--- config.mk ---
export PLATFORM = sky130hd
export DESIGN_NAME = arp_gateway_responder_unit
export DESIGN_NICKNAME = d
export VERILOG_FILES = /design/src/sv/agr_pkg.sv /design/src/sv/agr_front.sv /design/src/sv/agr_queue.sv /design/src/sv/agr_back.sv /design/src/sv/arp_gateway_responder_unit.sv
export SDC_FILE = /design/constraint.sdc
export NUM_CORES = 1
export LEC_CHECK = 0
export BUFFER_PORTS_ARGS = -buffer_cell sky130_fd_sc_hd__buf_2
export CORE_MARGIN = 2
export CORE_UTILIZATION = 60
export DETAILED_ROUTE_END_ITERATION = 12
export PLACE_DENSITY_LB_ADDON = 0.2
export RECOVER_POWER = 25
export SYNTH_ARGS = -nofsm -noshare
export SYNTH_HDL_FRONTEND = slang
export SYNTH_SLANG_ARGS = --single-unit
--- constraint.sdc ---
create_clock -name aclk -period 9.03 [get_ports aclk]
set_clock_uncertainty 0.1 [all_clocks]
set_input_delay 1.806 -clock aclk [delete_from_list [all_inputs] [get_ports aclk]]
set_output_delay 1.806 -clock aclk [all_outputs]
set_load 0.05 [all_outputs]
--- src/sv/agr_pkg.sv ---
package agr_pkg;

    // Frame geometry and field values
    localparam int unsigned ARP_FRAME_LEN = 42;
    localparam int unsigned POS_W         = 6;
    localparam logic [POS_W-1:0] POS_LAST = POS_W'(ARP_FRAME_LEN - 1);
    localparam logic [POS_W-1:0] POS_SAT  = POS_W'(ARP_FRAME_LEN);

    localparam logic [15:0] ETYPE_ARP      = 16'h0806;
    localparam logic [15:0] ETYPE_IPV4     = 16'h0800;
    localparam logic [15:0] HTYPE_ETH      = 16'h0001;
    localparam logic [15:0] ARP_OP_REQUEST = 16'h0001;
    localparam logic [15:0] ARP_OP_REPLY   = 16'h0002;
    localparam logic [7:0]  ARP_HLEN       = 8'd6;
    localparam logic [7:0]  ARP_PLEN       = 8'd4;

    // Configuration register indexes and reset values
    localparam int unsigned CFG_DATA_W = 48;
    localparam logic CFG_GATEWAY_IP  = 1'b0;
    localparam logic CFG_GATEWAY_MAC = 1'b1;
    localparam logic [31:0] GATEWAY_IP_RESET  = 32'h0A00_0202;
    localparam logic [47:0] GATEWAY_MAC_RESET = 48'h5254_0012_3456;

    // Default depth of the reply queue between front and back
    localparam int unsigned QUEUE_DEPTH = 2;

    // One pending reply: what the requester supplied
    typedef struct packed {
        logic [47:0] requester_mac;
        logic [31:0] requester_ip;
    } agr_reply_t;

    function automatic logic [7:0] mac_byte(input logic [47:0] mac, input logic [2:0] i);
        return 8'(mac >> {(3'd5 - i), 3'b000});
    endfunction

    function automatic logic [7:0] ip_byte(input logic [31:0] ip, input logic [1:0] i);
        return 8'(ip >> {(2'd3 - i), 3'b000});
    endfunction

    // Byte p of the reply frame in wire order
    function automatic logic [7:0] reply_at(
        input logic [POS_W-1:0] p,
        input agr_reply_t       rep,
        input logic [31:0]      gw_ip,
        input logic [47:0]      gw_mac
    );
        logic [POS_W-1:0] off;
        logic [7:0]       b;
        off = '0;
        b   = '0;
        case (p) inside
            [6'd0:6'd5]: begin
                b = mac_byte(rep.requester_mac, p[2:0]);
            end
            [6'd6:6'd11]: begin
                off = p - 6'd6;
                b = mac_byte(gw_mac, off[2:0]);
            end
            6'd12: b = ETYPE_ARP[15:8];
            6'd13: b = ETYPE_ARP[7:0];
            6'd14: b = HTYPE_ETH[15:8];
            6'd15: b = HTYPE_ETH[7:0];
            6'd16: b = ETYPE_IPV4[15:8];
            6'd17: b = ETYPE_IPV4[7:0];
            6'd18: b = ARP_HLEN;
            6'd19: b = ARP_PLEN;
            6'd20: b = ARP_OP_REPLY[15:8];
            6'd21: b = ARP_OP_REPLY[7:0];
            [6'd22:6'd27]: begin
                off = p - 6'd22;
                b = mac_byte(gw_mac, off[2:0]);
            end
            [6'd28:6'd31]: begin
                off = p - 6'd28;
                b = ip_byte(gw_ip, off[1:0]);
            end
            [6'd32:6'd37]: begin
                off = p - 6'd32;
                b = mac_byte(rep.requester_mac, off[2:0]);
            end
            default: begin
                off = p - 6'd38;
                b = ip_byte(rep.requester_ip, off[1:0]);
            end
        endcase
        return b;
    endfunction

endpackage

--- src/sv/agr_front.sv ---
module agr_front (
    input  logic              aclk,
    input  logic              aresetn,
    input  logic              s_valid,
    output logic              s_ready,
    input  logic [7:0]        s_frame_byte,
    input  logic              s_last_byte,
    input  logic [31:0]       gateway_ip,
    input  logic              q_full,
    output logic              q_push,
    output agr_pkg::agr_reply_t q_wdata
);
    import agr_pkg::*;

    logic [POS_W-1:0] pos_reg, pos_next;
    logic [15:0]      type_reg, type_next;
    logic [15:0]      oper_reg, oper_next;
    logic [47:0]      mac_reg, mac_next;
    logic [31:0]      sip_reg, sip_next;
    logic [31:0]      tip_reg, tip_next;
    logic             accept;
    logic             match;

    // A request is taken whenever the queue has room for a reply
    assign s_ready = ~q_full;
    assign accept  = s_valid & s_ready;

    // Capture the header fields by byte position
    always_comb begin
        type_next = type_reg;
        oper_next = oper_reg;
        mac_next  = mac_reg;
        sip_next  = sip_reg;
        tip_next  = tip_reg;
        case (pos_reg) inside
            [6'd12:6'd13]: type_next = {type_reg[7:0], s_frame_byte};
            [6'd20:6'd21]: oper_next = {oper_reg[7:0], s_frame_byte};
            [6'd22:6'd27]: mac_next  = {mac_reg[39:0], s_frame_byte};
            [6'd28:6'd31]: sip_next  = {sip_reg[23:0], s_frame_byte};
            [6'd38:6'd41]: tip_next  = {tip_reg[23:0], s_frame_byte};
            default: ;
        endcase
        pos_next = (pos_reg < POS_SAT) ? pos_reg + 1'b1 : pos_reg;
    end

    // Classify the frame on its last byte
    assign match = (pos_next == POS_SAT) && (type_next == ETYPE_ARP) &&
                   (oper_next == ARP_OP_REQUEST) && (tip_next == gateway_ip);

    assign q_push                = accept & s_last_byte & match;
    assign q_wdata.requester_mac = mac_next;
    assign q_wdata.requester_ip  = sip_next;

    // Parser state; cleared at the end of every frame
    always_ff @(posedge aclk) begin
        if (!aresetn) begin
            pos_reg  <= '0;
            type_reg <= '0;
            oper_reg <= '0;
            mac_reg  <= '0;
            sip_reg  <= '0;
            tip_reg  <= '0;
        end else if (accept) begin
            if (s_last_byte) begin
                pos_reg  <= '0;
                type_reg <= '0;
                oper_reg <= '0;
                mac_reg  <= '0;
                sip_reg  <= '0;
                tip_reg  <= '0;
            end else begin
                pos_reg  <= pos_next;
                type_reg <= type_next;
                oper_reg <= oper_next;
                mac_reg  <= mac_next;
                sip_reg  <= sip_next;
                tip_reg  <= tip_next;
            end
        end
    end

endmodule

--- src/sv/agr_queue.sv ---
module agr_queue #(
    parameter int unsigned DEPTH = agr_pkg::QUEUE_DEPTH
) (
    input  logic                aclk,
    input  logic                aresetn,
    input  logic                push,
    input  agr_pkg::agr_reply_t wdata,
    input  logic                pop,
    output agr_pkg::agr_reply_t rdata,
    output logic                full,
    output logic                empty
);
    import agr_pkg::*;

    localparam int unsigned PTR_W = (DEPTH > 1) ? $clog2(DEPTH) : 1;
    localparam int unsigned CNT_W = $clog2(DEPTH + 1);

    agr_reply_t       mem [DEPTH];
    logic [PTR_W-1:0] wr_ptr_reg, wr_ptr_next;
    logic [PTR_W-1:0] rd_ptr_reg, rd_ptr_next;
    logic [CNT_W-1:0] count_reg, count_next;

    assign full  = (count_reg == CNT_W'(DEPTH));
    assign empty = (count_reg == '0);
    assign rdata = mem[rd_ptr_reg];

    // Pointer and fill count updates
    always_comb begin
        wr_ptr_next = wr_ptr_reg;
        rd_ptr_next = rd_ptr_reg;
        count_next  = count_reg;
        if (push) begin
            wr_ptr_next = (wr_ptr_reg == PTR_W'(DEPTH - 1)) ? '0 : wr_ptr_reg + 1'b1;
        end
        if (pop) begin
            rd_ptr_next = (rd_ptr_reg == PTR_W'(DEPTH - 1)) ? '0 : rd_ptr_reg + 1'b1;
        end
        if (push && !pop) begin
            count_next = count_reg + 1'b1;
        end else if (pop && !push) begin
            count_next = count_reg - 1'b1;
        end
    end

    always_ff @(posedge aclk) begin
        if (!aresetn) begin
            wr_ptr_reg <= '0;
            rd_ptr_reg <= '0;
            count_reg  <= '0;
        end else begin
            wr_ptr_reg <= wr_ptr_next;
            rd_ptr_reg <= rd_ptr_next;
            count_reg  <= count_next;
        end
    end

    // Entry storage
    always_ff @(posedge aclk) begin
        if (push) begin
            mem[wr_ptr_reg] <= wdata;
        end
    end

endmodule

--- src/sv/agr_back.sv ---
module agr_back (
    input  logic                aclk,
    input  logic                aresetn,
    input  agr_pkg::agr_reply_t q_rdata,
    input  logic                q_empty,
    output logic                q_pop,
    input  logic [31:0]         gateway_ip,
    input  logic [47:0]         gateway_mac,
    output logic                m_valid,
    input  logic                m_ready,
    output logic [7:0]          m_reply_byte,
    output logic                m_reply_last
);
    import agr_pkg::*;

    logic [POS_W-1:0] idx_reg, idx_next;
    logic             valid_reg, valid_next;
    logic [7:0]       byte_reg, byte_next;
    logic             last_reg, last_next;
    logic             load;
    logic             at_end;

    // The output register takes a new byte when empty or being drained
    assign load   = ~valid_reg | m_ready;
    assign at_end = (idx_reg == POS_LAST);
    assign q_pop  = load & ~q_empty & at_end;

    always_comb begin
        idx_next   = idx_reg;
        valid_next = valid_reg;
        byte_next  = byte_reg;
        last_next  = last_reg;
        if (load) begin
            valid_next = ~q_empty;
            byte_next  = reply_at(idx_reg, q_rdata, gateway_ip, gateway_mac);
            last_next  = at_end;
            if (!q_empty) begin
                idx_next = at_end ? '0 : idx_reg + 1'b1;
            end
        end
    end

    always_ff @(posedge aclk) begin
        if (!aresetn) begin
            idx_reg   <= '0;
            valid_reg <= 1'b0;
        end else begin
            idx_reg   <= idx_next;
            valid_reg <= valid_next;
        end
    end

    // Payload of the output register
    always_ff @(posedge aclk) begin
        byte_reg <= byte_next;
        last_reg <= last_next;
    end

    assign m_valid      = valid_reg;
    assign m_reply_byte = byte_reg;
    assign m_reply_last = last_reg;

endmodule

--- src/sv/arp_gateway_responder_unit.sv ---
// Channel  | Direction | Handshake         | Payload
// ---------+-----------+-------------------+-------------------------------
// s_       | in        | s_valid / s_ready | s_frame_byte, s_last_byte
// m_       | out       | m_valid / m_ready | m_reply_byte, m_reply_last
// cfg_     | in        | cfg_wr_en         | cfg_index, cfg_wdata
//
// Frame bytes are taken at one per cycle; the parser holds s_ready low only
// while the reply queue is full.
// A matching request queues one 42-byte reply. Its first byte is offered after the
// queue count and output register update, then one byte per cycle unless stalled.
// Reset is synchronous and active low; it clears the parser, queue and output.
// A stall on m_ready holds the current reply byte and backs up into the queue.
module arp_gateway_responder_unit #(
    parameter int unsigned QUEUE_DEPTH = agr_pkg::QUEUE_DEPTH
) (
    input  logic                            aclk,
    input  logic                            aresetn,
    input  logic                            s_valid,
    output logic                            s_ready,
    input  logic [7:0]                      s_frame_byte,
    input  logic                            s_last_byte,
    output logic                            m_valid,
    input  logic                            m_ready,
    output logic [7:0]                      m_reply_byte,
    output logic                            m_reply_last,
    input  logic                            cfg_wr_en,
    input  logic                            cfg_index,
    input  logic [agr_pkg::CFG_DATA_W-1:0]  cfg_wdata
);
    import agr_pkg::*;

    logic [31:0] gw_ip_reg;
    logic [47:0] gw_mac_reg;
    agr_reply_t  q_wdata;
    agr_reply_t  q_rdata;
    logic        q_push;
    logic        q_pop;
    logic        q_full;
    logic        q_empty;

    // Configuration registers
    always_ff @(posedge aclk) begin
        if (!aresetn) begin
            gw_ip_reg  <= GATEWAY_IP_RESET;
            gw_mac_reg <= GATEWAY_MAC_RESET;
        end else if (cfg_wr_en) begin
            case (cfg_index)
                CFG_GATEWAY_IP:  gw_ip_reg  <= cfg_wdata[31:0];
                CFG_GATEWAY_MAC: gw_mac_reg <= cfg_wdata[47:0];
                default: ;
            endcase
        end
    end

    // Parser and classifier
    agr_front u_front (
        .aclk         (aclk),
        .aresetn      (aresetn),
        .s_valid      (s_valid),
        .s_ready      (s_ready),
        .s_frame_byte (s_frame_byte),
        .s_last_byte  (s_last_byte),
        .gateway_ip   (gw_ip_reg),
        .q_full       (q_full),
        .q_push       (q_push),
        .q_wdata      (q_wdata)
    );

    // Pending replies
    agr_queue #(
        .DEPTH (QUEUE_DEPTH)
    ) u_queue (
        .aclk    (aclk),
        .aresetn (aresetn),
        .push    (q_push),
        .wdata   (q_wdata),
        .pop     (q_pop),
        .rdata   (q_rdata),
        .full    (q_full),
        .empty   (q_empty)
    );

    // Reply emitter
    agr_back u_back (
        .aclk         (aclk),
        .aresetn      (aresetn),
        .q_rdata      (q_rdata),
        .q_empty      (q_empty),
        .q_pop        (q_pop),
        .gateway_ip   (gw_ip_reg),
        .gateway_mac  (gw_mac_reg),
        .m_valid      (m_valid),
        .m_ready      (m_ready),
        .m_reply_byte (m_reply_byte),
        .m_reply_last (m_reply_last)
    );

`ifndef SYNTHESIS
    // A reply is never queued into a full queue.
    assert property (@(posedge aclk) disable iff (!aresetn) q_push |-> !q_full)
        else $error("reply pushed into full queue");

    // A reply is only retired from a queue that holds one.
    assert property (@(posedge aclk) disable iff (!aresetn) q_pop |-> !q_empty)
        else $error("reply popped from empty queue");

    // Retiring a reply coincides with loading its final byte.
    assert property (@(posedge aclk) disable iff (!aresetn)
        q_pop |=> (m_valid && m_reply_last))
        else $error("reply retired without final byte");
`endif

endmodule
-- After elaboration in Yosys (flattened, before gate mapping)
Memories as Yosys holds them, arrays and structs flattened. A register that Yosys moved wholly into a read port is not among the register bits.
Cells that the tools add are included.
- input port bits: 63
- RAM bits: 160
- logic and storage cells: 154
- memories: 1
- output and inout bits: 11
- ROM bits: 0
- flip-flop bits (word level): 250
- latch bits: 0
- memories (name ; words ; bits a word ; rd ports ; clocked after Yosys merged registers in ; write ports ; RTL line ; source):
    u_queue.mem ; 2 ; 80 ; 1 ; 1 ; 1 ; agr_queue.sv:18 ; agr_reply_t mem [DEPTH];
- div/mod/pow operators: 0
- equality and inequality tests: 16
- shifts and indexed selects: 6
- $add $sub $neg: 17
- $lt $le $gt $ge: 21
- multiplexer cells: 46
- multipliers: 0
- bitwise gates (word level): 10
- reduce and logical (&&, ||, !) cells: 22
- operators by type and width (cell ; number):
    32-bit 2-to-1 mux ; 11
    48-bit 2-to-1 mux ; 4
    48-bit by 6-bit right shift with 8-bit output ; 4
    8-bit 2-to-1 mux ; 15
    16-bit 2-to-1 mux ; 5
    32-bit by 5-bit right shift with 8-bit output ; 2
    6-bit by 5-bit == test with 1-bit output (second input constant) ; 6
    32-bit == test ; 1
    6-bit by 5-bit greater-or-equal comparator with 1-bit output (second input constant) ; 5
    6-bit by 5-bit <= comparator with 1-bit output (second input constant) ; 5
    6-bit by 4-bit == test with 1-bit output (second input constant) ; 4
    6-bit 2-to-1 mux ; 3
    16-bit by 1-bit == test with 1-bit output (second input constant) ; 1
    16-bit by 12-bit == test with 1-bit output (second input constant) ; 1
    1-bit logical AND ; 15
    6-bit by 1-bit adder with 6-bit output (second input constant) ; 2
    6-bit == test (second input constant) ; 2
    6-bit greater-or-equal comparator (second input constant) ; 2
    6-bit by 4-bit <= comparator with 1-bit output (second input constant) ; 2
    6-bit <= comparator (second input constant) ; 2
    3-bit subtractor (first input constant) ; 4
    6-bit by 1-bit greater-or-equal comparator with 1-bit output (second input constant) ; 1
    6-bit by 3-bit greater-or-equal comparator with 1-bit output (second input constant) ; 1
    6-bit by 4-bit greater-or-equal comparator with 1-bit output (second input constant) ; 1
    19 further kinds ; 39

-- Longest topological paths before layout
Gate-level depths: netlist of the first run.
- word-level depth: 18
- gate-level depth with buffers: 15
- depth with buffers taken out: 14

-- By module
A second synthesis of the first run with hierarchy kept.
- cell total of the unflattened synthesis: 1645
- area, all modules: 19097.1 µm²
- modules (own cells, without submodules) (module ; seq. area each (µm²) ; instances ; area each (µm²) ; cells an instance):
    agr_front ; 3002.9 ; 1 ; 7435.9 ; 762
    agr_queue ; 4904.7 ; 1 ; 6019.5 ; 271
    arp_gateway_responder_unit ; 1601.5 ; 1 ; 3103.0 ; 333
    agr_back ; 410.4 ; 1 ; 2538.7 ; 279

-- Least setup slack after synthesis of the first run
OpenSTA, ideal clock, no wires.
- path type: input -> register
- start point: in s_frame_byte[6]
- end point: mem u_queue.mem[1][0] (netlist name) (enable)
- setup time: 0.519 ns
- arrival: 6.662 ns
- required time: 8.411 ns
- stages: 9
- path slack: 1.750 ns
- buffers on the path: 1
- path through: clkbuf_1 > xor2_1 > a2111o_1 > nor4_1 > mux2i_1 > a2111oi_0 > and4b_1 > nand3_1 > nor2_1
- word-level cells in the longest chain between the ends: 10
- elaborated cells on any way between the ends: 17
- those cells by class: 3 x eq/ne; 10 x mux; 1 x bitwise; 3 x reduce/logical
- ends and longest elaborated chain (element ; RTL line ; source):
    start, declared ; arp_gateway_responder_unit.sv:20 ; input logic [7:0] s_frame_byte,
    32-bit 2-to-1 mux (5 in series) ; agr_front.sv:35 ; case (pos_reg) inside
    32-bit == test ; agr_front.sv:48 ; (oper_next == ARP_OP_REQUEST) && (tip_next == gateway_ip);
    1-bit logical AND * ; agr_front.sv:48 ;
    1-bit AND * ; agr_front.sv:50 ; assign q_push = accept & s_last_byte & match;
    1-bit 2-to-1 mux * ; agr_queue.sv:59 ; if (push) begin
    1-bit 2-to-1 mux (implied by the code) * ; agr_queue.sv:60 ; mem[wr_ptr_reg] <= wdata;
    end, declared ; agr_queue.sv:18 ;
Every way passes the cells marked *; elsewhere a longest branch is shown, timed or not.

-- Final worst setup path of the first run
- start point: reg u_back.idx_reg[1]
- end point: reg u_back.byte_reg[0], in the netlist u_back.m_reply_byte[0], data pin
- word-level cells in the longest chain between the ends: 18
- elaborated cells on any way between the ends: 57
- those cells by class: 11 x add/sub; 10 x order compare; 10 x eq/ne; 6 x shift; 15 x mux; 5 x reduce/logical
- ends and longest elaborated chain (element ; RTL line ; source):
    start, declared ; agr_back.sv:16 ; logic [POS_W-1:0] idx_reg, idx_next;
    start signal, assigned ; agr_back.sv:48 ; idx_reg <= idx_next;
    3-bit by 1-bit subtractor with 3-bit output / 2-bit subtractor (equally long branches) ; agr_pkg.sv:79, agr_pkg.sv:83 ;
    3-bit subtractor / 2-bit subtractor (equally long branches) ; agr_pkg.sv:34, agr_pkg.sv:38 ;
    48-bit by 6-bit right shift with 8-bit output / 32-bit by 5-bit right shift with 8-bit output (equally long branches) ; agr_pkg.sv:34, agr_pkg.sv:38 ;
    8-bit 2-to-1 mux (14 in series) ; agr_pkg.sv:52 ; case (p) inside
    8-bit 2-to-1 mux * ; agr_pkg.sv:52 ;
    end signal, assigned ; agr_back.sv:55 ; byte_reg <= byte_next;
    end, declared ; agr_back.sv:18 ; logic [7:0] byte_reg, byte_next;
Marks and branches as above.
A chain may end at the register's enable or synchronous reset.

==> flow_metrics.py, run 1 <==
metrics = {
    "placed_design": {
        "dp.cells": 2036,
        "hpwl_mm": 29.7,
        "dp_slack_ns": 3.24,
        "io_buffer_count": 73,
        "gp_congestion": 0.911,
    },
    "sta": {
        "min_period_over_period_pct": 62.7,
        "drv_slew": 210,
        "hold_viol": 0,
        "fmax_ghz": 0.176,
        "setup_violations": 0,
        "slew_headroom_pct": -111,
        "worst_pin_slew_ns": 3.16,
        "finalCriticalPeriod_ns": 5.67,
        "finalSetupTns_ns": 0,
        "grt_setup_unrepaired": "false",
        "worst_slack_ns": 3.36,
    },
    "clock_tree": {
        "numCtsBuffers": 41,
        "cts_tree": "yes",
        "postCtsHoldBufs": 0,
        "cts_sinks": 411,
        "cts_resized": 0,
        "htreeDepth": 2,
        "cts_root_buf": "clkbuf_16",
        "clk_pin_slew_ns": 0.06,
        "post_cts_buffers": 0,
        "clock_latency_ns": 0.55,
        "cts_buffer_depth": 3,
    },
    "setup_path": {
        "path_class": "flip-flop to flip-flop",
        "cpMostUsedCell": "a21oi_1",
        "cp_max_fo": 36,
        "critical_path_arrival_ns": 5.86,
        "cp_slowest_cell": "clkbuf_1",
        "slowest_delay_ns": 1.66,
        "cp-end-kind": "flip-flop",
        "ff2ff_setup_slack_ns": 3.36,
        "startpoint_type": "flip-flop",
        "crit_chain": "clkbuf_1 > inv_2 > ha_1 > nand2b_1 > o22ai_1 > nor2_1 > a211oi_1 > a21oi_1 > a21oi_1 > a221o_1",
        "required_ns": 9.23,
    },
    "synthesis": {
        "ys_warn_count": 0,
        "yosys.area_share.xor_xnor_pct": 1.30,
        "yosysMostFrequentCell": "dfxtp_1",
        "syn_inst": 1673,
        "async_flop_share_pct": 0,
        "synthSimpleGateAreaFrac_pct": 12.4,
        "synth_compound_area_share_pct": 14.1,
        "synth.mux.area_fraction_pct": 13.3,
        "synth_edf_count": 169,
        "synth_area_sq_mm": 0.0181,
        "yosys.area.top_type": "edfxtp_1",
        "synthFlopType": "dfxtp_1",
        "netlist.area_leader.share_pct": 28.0,
        "synth_top_family_by_area": "compound AO/OA/AOI/OAI gates",
        "ys_types": 71,
        "synth_seq_area_share_pct": 54.7,
        "synth_fa_ha_area_share_pct": 0.760,
        "syn_nets": 1747,
        "syn_avg_cell_area_sq_um": 10.8,
        "synth-seq-cells": 411,
        "synth.area.top_cells": "edfxtp_1, dfxtp_1, mux4_2",
        "synth_common_cells": "dfxtp_1, nor2_1, nand2_1",
    },
    "finish": {
        "final_core_util_pct": 67.5,
        "nFillCells": 2264,
        "regArea_sq_mm": 0.00992,
        "area_delta_synth_final_pct": 10.6,
        "largest_register_ffs": 160,
        "stdcell_count": 2113,
        "drive_gt1_share_pct": 14.1,
        "nets": 1763,
        "multi_input_area_sq_mm": 0.00762,
    },
    "die": {
        "die_y_microns": 178,
        "ios": 74,
        "die_w_microns": 178,
        "rows": 63,
        "initial_utilization_pct": 61.0,
        "core_area_sq_mm": 0.0297,
        "die_area_sq_mm": 0.0316,
    },
    "grt": {
        "track_usage_pct": 28.9,
        "grt_overflow": 0,
        "grt_pass1_vias": 12600,
        "grt_pass1_wl_mm": 71.1,
        "grt_start_max_net_pins": 141,
        "antenna_found_initial": 1,
    },
    "status": {
        "violations": "capacitance limit, slew limit",
        "status": "finished with violations",
    },
    "hold_path": {
        "hp-class": "flip-flop to flip-flop",
    },
    "routing": {
        "wirelength_mm": 45.8,
        "routed_via_density": 6.37,
        "dr.first_iter.drc_count": 1523,
        "wl_per_cell_microns": 21.7,
        "ant_nets": 0,
        "drtPass1Iterations": 5,
        "num_vias": 13500,
        "drc_errors": 0,
    },
    "power_and_ir_drop": {
        "pwr_density_cell_mw_per_mm2": 190,
        "p_leak_nw": 7.57,
        "peakVddDrop_uv": 163,
    },
    "job": {
        "maxCapViolations": 5,
    },
}
==> through the flow <==
| step | hold WS [ns] | total power, W | cell area [sq um] |
|---|---|---|---|
| after floorplan | 0.333 | 0.00207 | 18100 |
| after global placement | 0.340 | 0.00212 | 18700 |
| after detailed placement | 0.346 | 0.00213 | 18700 |
| after CTS | 0.354 | 0.00383 | 20100 |
| after global routing | 0.370 | 0.00393 | 20000 |
| final | 0.352 | 0.00381 | 20100 |
==> worst max-delay path: cells and delay by family (launching register included) <==
family / cells / cell delay, ns
buf+inv: 2 / 2.22
compound gates: 5 / 1.02
fa+ha+maj: 1 / 1.01
simple gates: 2 / 0.74
flops: 1 / 0.31
==> layout make-up <==
class,instances,share of cell area (%)
clock buffer,60,5.85
inverter,42,0.817
tap,390,2.43
clock inverter,16,1.04
timing repair buffer,90,2.36
sequential,411,49.5
multi-input combinational,1103,38.0
antenna,1,0.0125
==> kinds of logic (layout without fill, tap and decap cells) <==
group | after synthesis | after routing
simple gates | 517 | 517
mux | 162 | 162
xor+xnor | 27 | 27
flops | 411 | 411
buf+inv | 159 | 208
other cells | 0 | 1
compound gates | 386 | 386
fa+ha+maj | 11 | 11
==> power breakdown <==
| part | internal [W] | switching [W] | leakage, nW |
|---|---|---|---|
| registers | 0.00194 | 0.0000178 | 3.86 |
| clock network | 0.00100 | 0.000720 | 0.673 |
| logic | 0.0000420 | 0.0000946 | 3.04 |
| total | 0.00298 | 0.000833 | 7.57 |
==> placed cells by master (no fill, tap or decap), types with 17 or more instances in the layout <==
cell       netlist  layout
o21ai_0         51      51
mux2_1           0      59
edfxtp_1       169     169
nand2_1        200     199
a22oi_1        150     150
nor2_1         201     199
buf_2           13      72
mux2_2          76      17
clkbuf_16        0      42
inv_1           39      38
o22ai_1         17      17
mux2i_1         30      30
mux4_2          56      56
a21oi_1        100     100
clkbuf_1        89      17
dfxtp_1        242     240
nand3_1         31      30
==> path summary, 6_finish.rpt <==
path              cells past startpoint                      to              start
setup / recovery                     10  u_back.m_reply_byte[0]  u_back.idx_reg[1]
hold / removal                        2          gw_mac_reg[15]     gw_mac_reg[15]
setup reg to reg                     10  u_back.m_reply_byte[0]  u_back.idx_reg[1]
hold reg to reg                       2          gw_mac_reg[15]     gw_mac_reg[15]
==> metal layers <==
| metal | part of all wire [%] | global-route usage (%) |
|---|---|---|
| met1 | 44 | 40.9 |
| met2 | 47 | 46.7 |
| met3 | 6.7 | 4.28 |
| met4 | 2.5 | 8.06 |
| met5 | 0 | 0 |
Note: power is estimated with default switching activity, not from simulation.
==> inputs of run 2 (changes only) <==
- clock period: 9.03 -> 5.25 ns (I/O delays scaled with it)
==> flow_metrics.py, run 2 (synthesis results as in run 1) <==
metrics = {
    "status": {
        "status": "finished with violations",
        "violations": "capacitance limit, slew limit",
    },
    "finish": {
        "stdcell_count": 2116,
        "drive_gt1_share_pct": 16.0,
        "final_area_sq_mm": 0.0201,
        "nets": 1767,
        "layout_common_cells": "dfxtp_1, nand2_1, nor2_1",
        "antennaDiodeCount": 0,
        "largest_register_ffs": 160,
        "area_delta_synth_final_pct": 10.7,
        "final_common_cell": "dfxtp_1",
    },
    "setup_path": {
        "startpoint_type": "flip-flop",
        "cp-end-kind": "flip-flop",
        "path_class": "flip-flop to flip-flop",
        "cp_max_fo": 32,
        "critical_path_arrival_ns": 4.52,
        "required_ns": 5.43,
    },
    "sta": {
        "slew_headroom_pct": -114,
        "finalCriticalPeriod_ns": 4.34,
        "grt_setup_unrepaired": "false",
        "fmax_ghz": 0.231,
        "hold_ws_ns": 0.354,
        "drv_slew": 237,
        "finalSetupTns_ns": 0,
        "hold_viol": 0,
        "setup_violations": 0,
        "min_period_over_period_pct": 82.6,
        "worst_pin_slew_ns": 3.20,
    },
    "routing": {
        "wl_met3_mm": 3.54,
        "drtPass1Iterations": 6,
        "wl_met1_mm": 19.7,
        "routed_via_density": 6.41,
        "met2_length_mm": 21.6,
        "wl_per_cell_microns": 21.9,
        "drc_errors": 0,
        "num_vias": 13600,
        "wirelength_mm": 46.3,
        "ant_nets": 0,
        "top_layer": "met4",
        "dr.first_iter.drc_count": 1491,
    },
    "grt": {
        "track_usage_pct": 29.3,
        "grt_overflow": 0,
        "antenna_found_initial": 0,
        "grt_pass1_vias": 12800,
        "grt_pass1_wl_mm": 71.5,
        "grt_start_max_net_pins": 155,
    },
    "clock_tree": {
        "cts_buffer_depth": 3,
        "post_cts_buffers": 0,
        "postCtsHoldBufs": 0,
        "cts_sinks": 411,
        "htreeDepth": 2,
        "numCtsBuffers": 42,
        "cts_resized": 0,
        "cts_tree": "yes",
        "cts_root_buf": "clkbuf_16",
        "clk_pin_slew_ns": 0.06,
        "clock_latency_ns": 0.56,
    },
    "power_and_ir_drop": {
        "clockPowerShare_pct": 44.7,
        "p_leak_nw": 7.49,
        "power_frac_comb_pct": 3.7,
        "peakVddDrop_uv": 253,
        "p_int_w": 0.00506,
        "p_seq_share_pct": 51.7,
        "p_sw_share_pct": 22.2,
        "switching_power_w": 0.00145,
        "pwr_density_cell_mw_per_mm2": 324,
    },
    "job": {
        "maxCapViolations": 3,
    },
    "die": {
        "die_y_microns": 178,
        "rows": 63,
        "initial_utilization_pct": 61.0,
        "ios": 74,
        "core_area_sq_mm": 0.0297,
        "die_w_microns": 178,
        "die_area_sq_mm": 0.0316,
    },
    "placed_design": {
        "hpwl_mm": 30.4,
        "dp.cells": 2039,
        "io_buffer_count": 73,
        "post_dp_cell_area_sq_mm": 0.0188,
        "gp_congestion": 0.937,
    },
    "hold_path": {
        "hp-class": "flip-flop to flip-flop",
    },
}
[run 2: changes by cell type in the layout (fill, tap and decap cells not counted), moves of 3 or more]
cell,previous run,this run
mux2_2,17,61
buf_12,0,3
clkinv_2,7,4
buf_2,72,62
clkbuf_1,17,26
mux2_1,59,15
clkinv_4,0,3
[run 2: per-layer routing]
layer  GRT usage (%)  up-vias
met3            5.06       89
li1                -     6195
met5               0        -
met4            9.94        0
met1            40.3     6710
met2            47.2      567
[run 2: worst paths after layout]
kind	from	endpoint	slack (ns)	cells after the start
max reg2reg	u_back.idx_reg[0]	u_back.m_reply_byte[3]	0.91	10
min reg2reg	gw_mac_reg[14]	gw_mac_reg[14]	0.35	2
min	gw_mac_reg[14]	gw_mac_reg[14]	0.35	2
max	u_back.idx_reg[0]	u_back.m_reply_byte[3]	0.91	10
[run 2: per-stage QoR]
step           utilization (%)  setup WS, ns  total power [W]
2_1_floorplan                -        0.0628          0.00356
3_3_place_gp              63.1          1.20          0.00366
3_5_place_dp              63.1          1.19          0.00366
4_1_cts                   67.7          1.31          0.00653
5_1_grt                   67.5         0.516          0.00668
6_report                  67.5         0.914          0.00650
[run 2: final cells by class]
class                           count  area, sq um
Fill cell                        2212         9650
Sequential cell                   411         9920
Multi-Input combinational cell   1103         7610
Clock inverter                     19          206
Tap cell                          390          488
Clock buffer                       58         1150
Inverter                           42          164
Timing Repair Buffer               93          526
[run 2: worst max-delay path, stage by stage (launching register included)]
cell and delay [ns]:
dfxtp_1 1.65, inv_2 0.48, ha_1 0.39, nor2_1 0.10, a21oi_1 0.10, nand2_1 0.42
nand3_1 0.15, o21ai_0 0.11, o21ai_0 0.13, a311oi_1 0.27, o32ai_1 0.14
[run 2: power by group through the flow]
stage	logic [W]	registers [W]	clock network (W)
final	0.000238	0.00336	0.00290
after global routing	0.000257	0.00336	0.00306
after CTS	0.000235	0.00336	0.00294
after detailed placement	0.000234	0.00343	0
after global placement	0.000230	0.00343	0
after floorplan	0.000147	0.00341	0
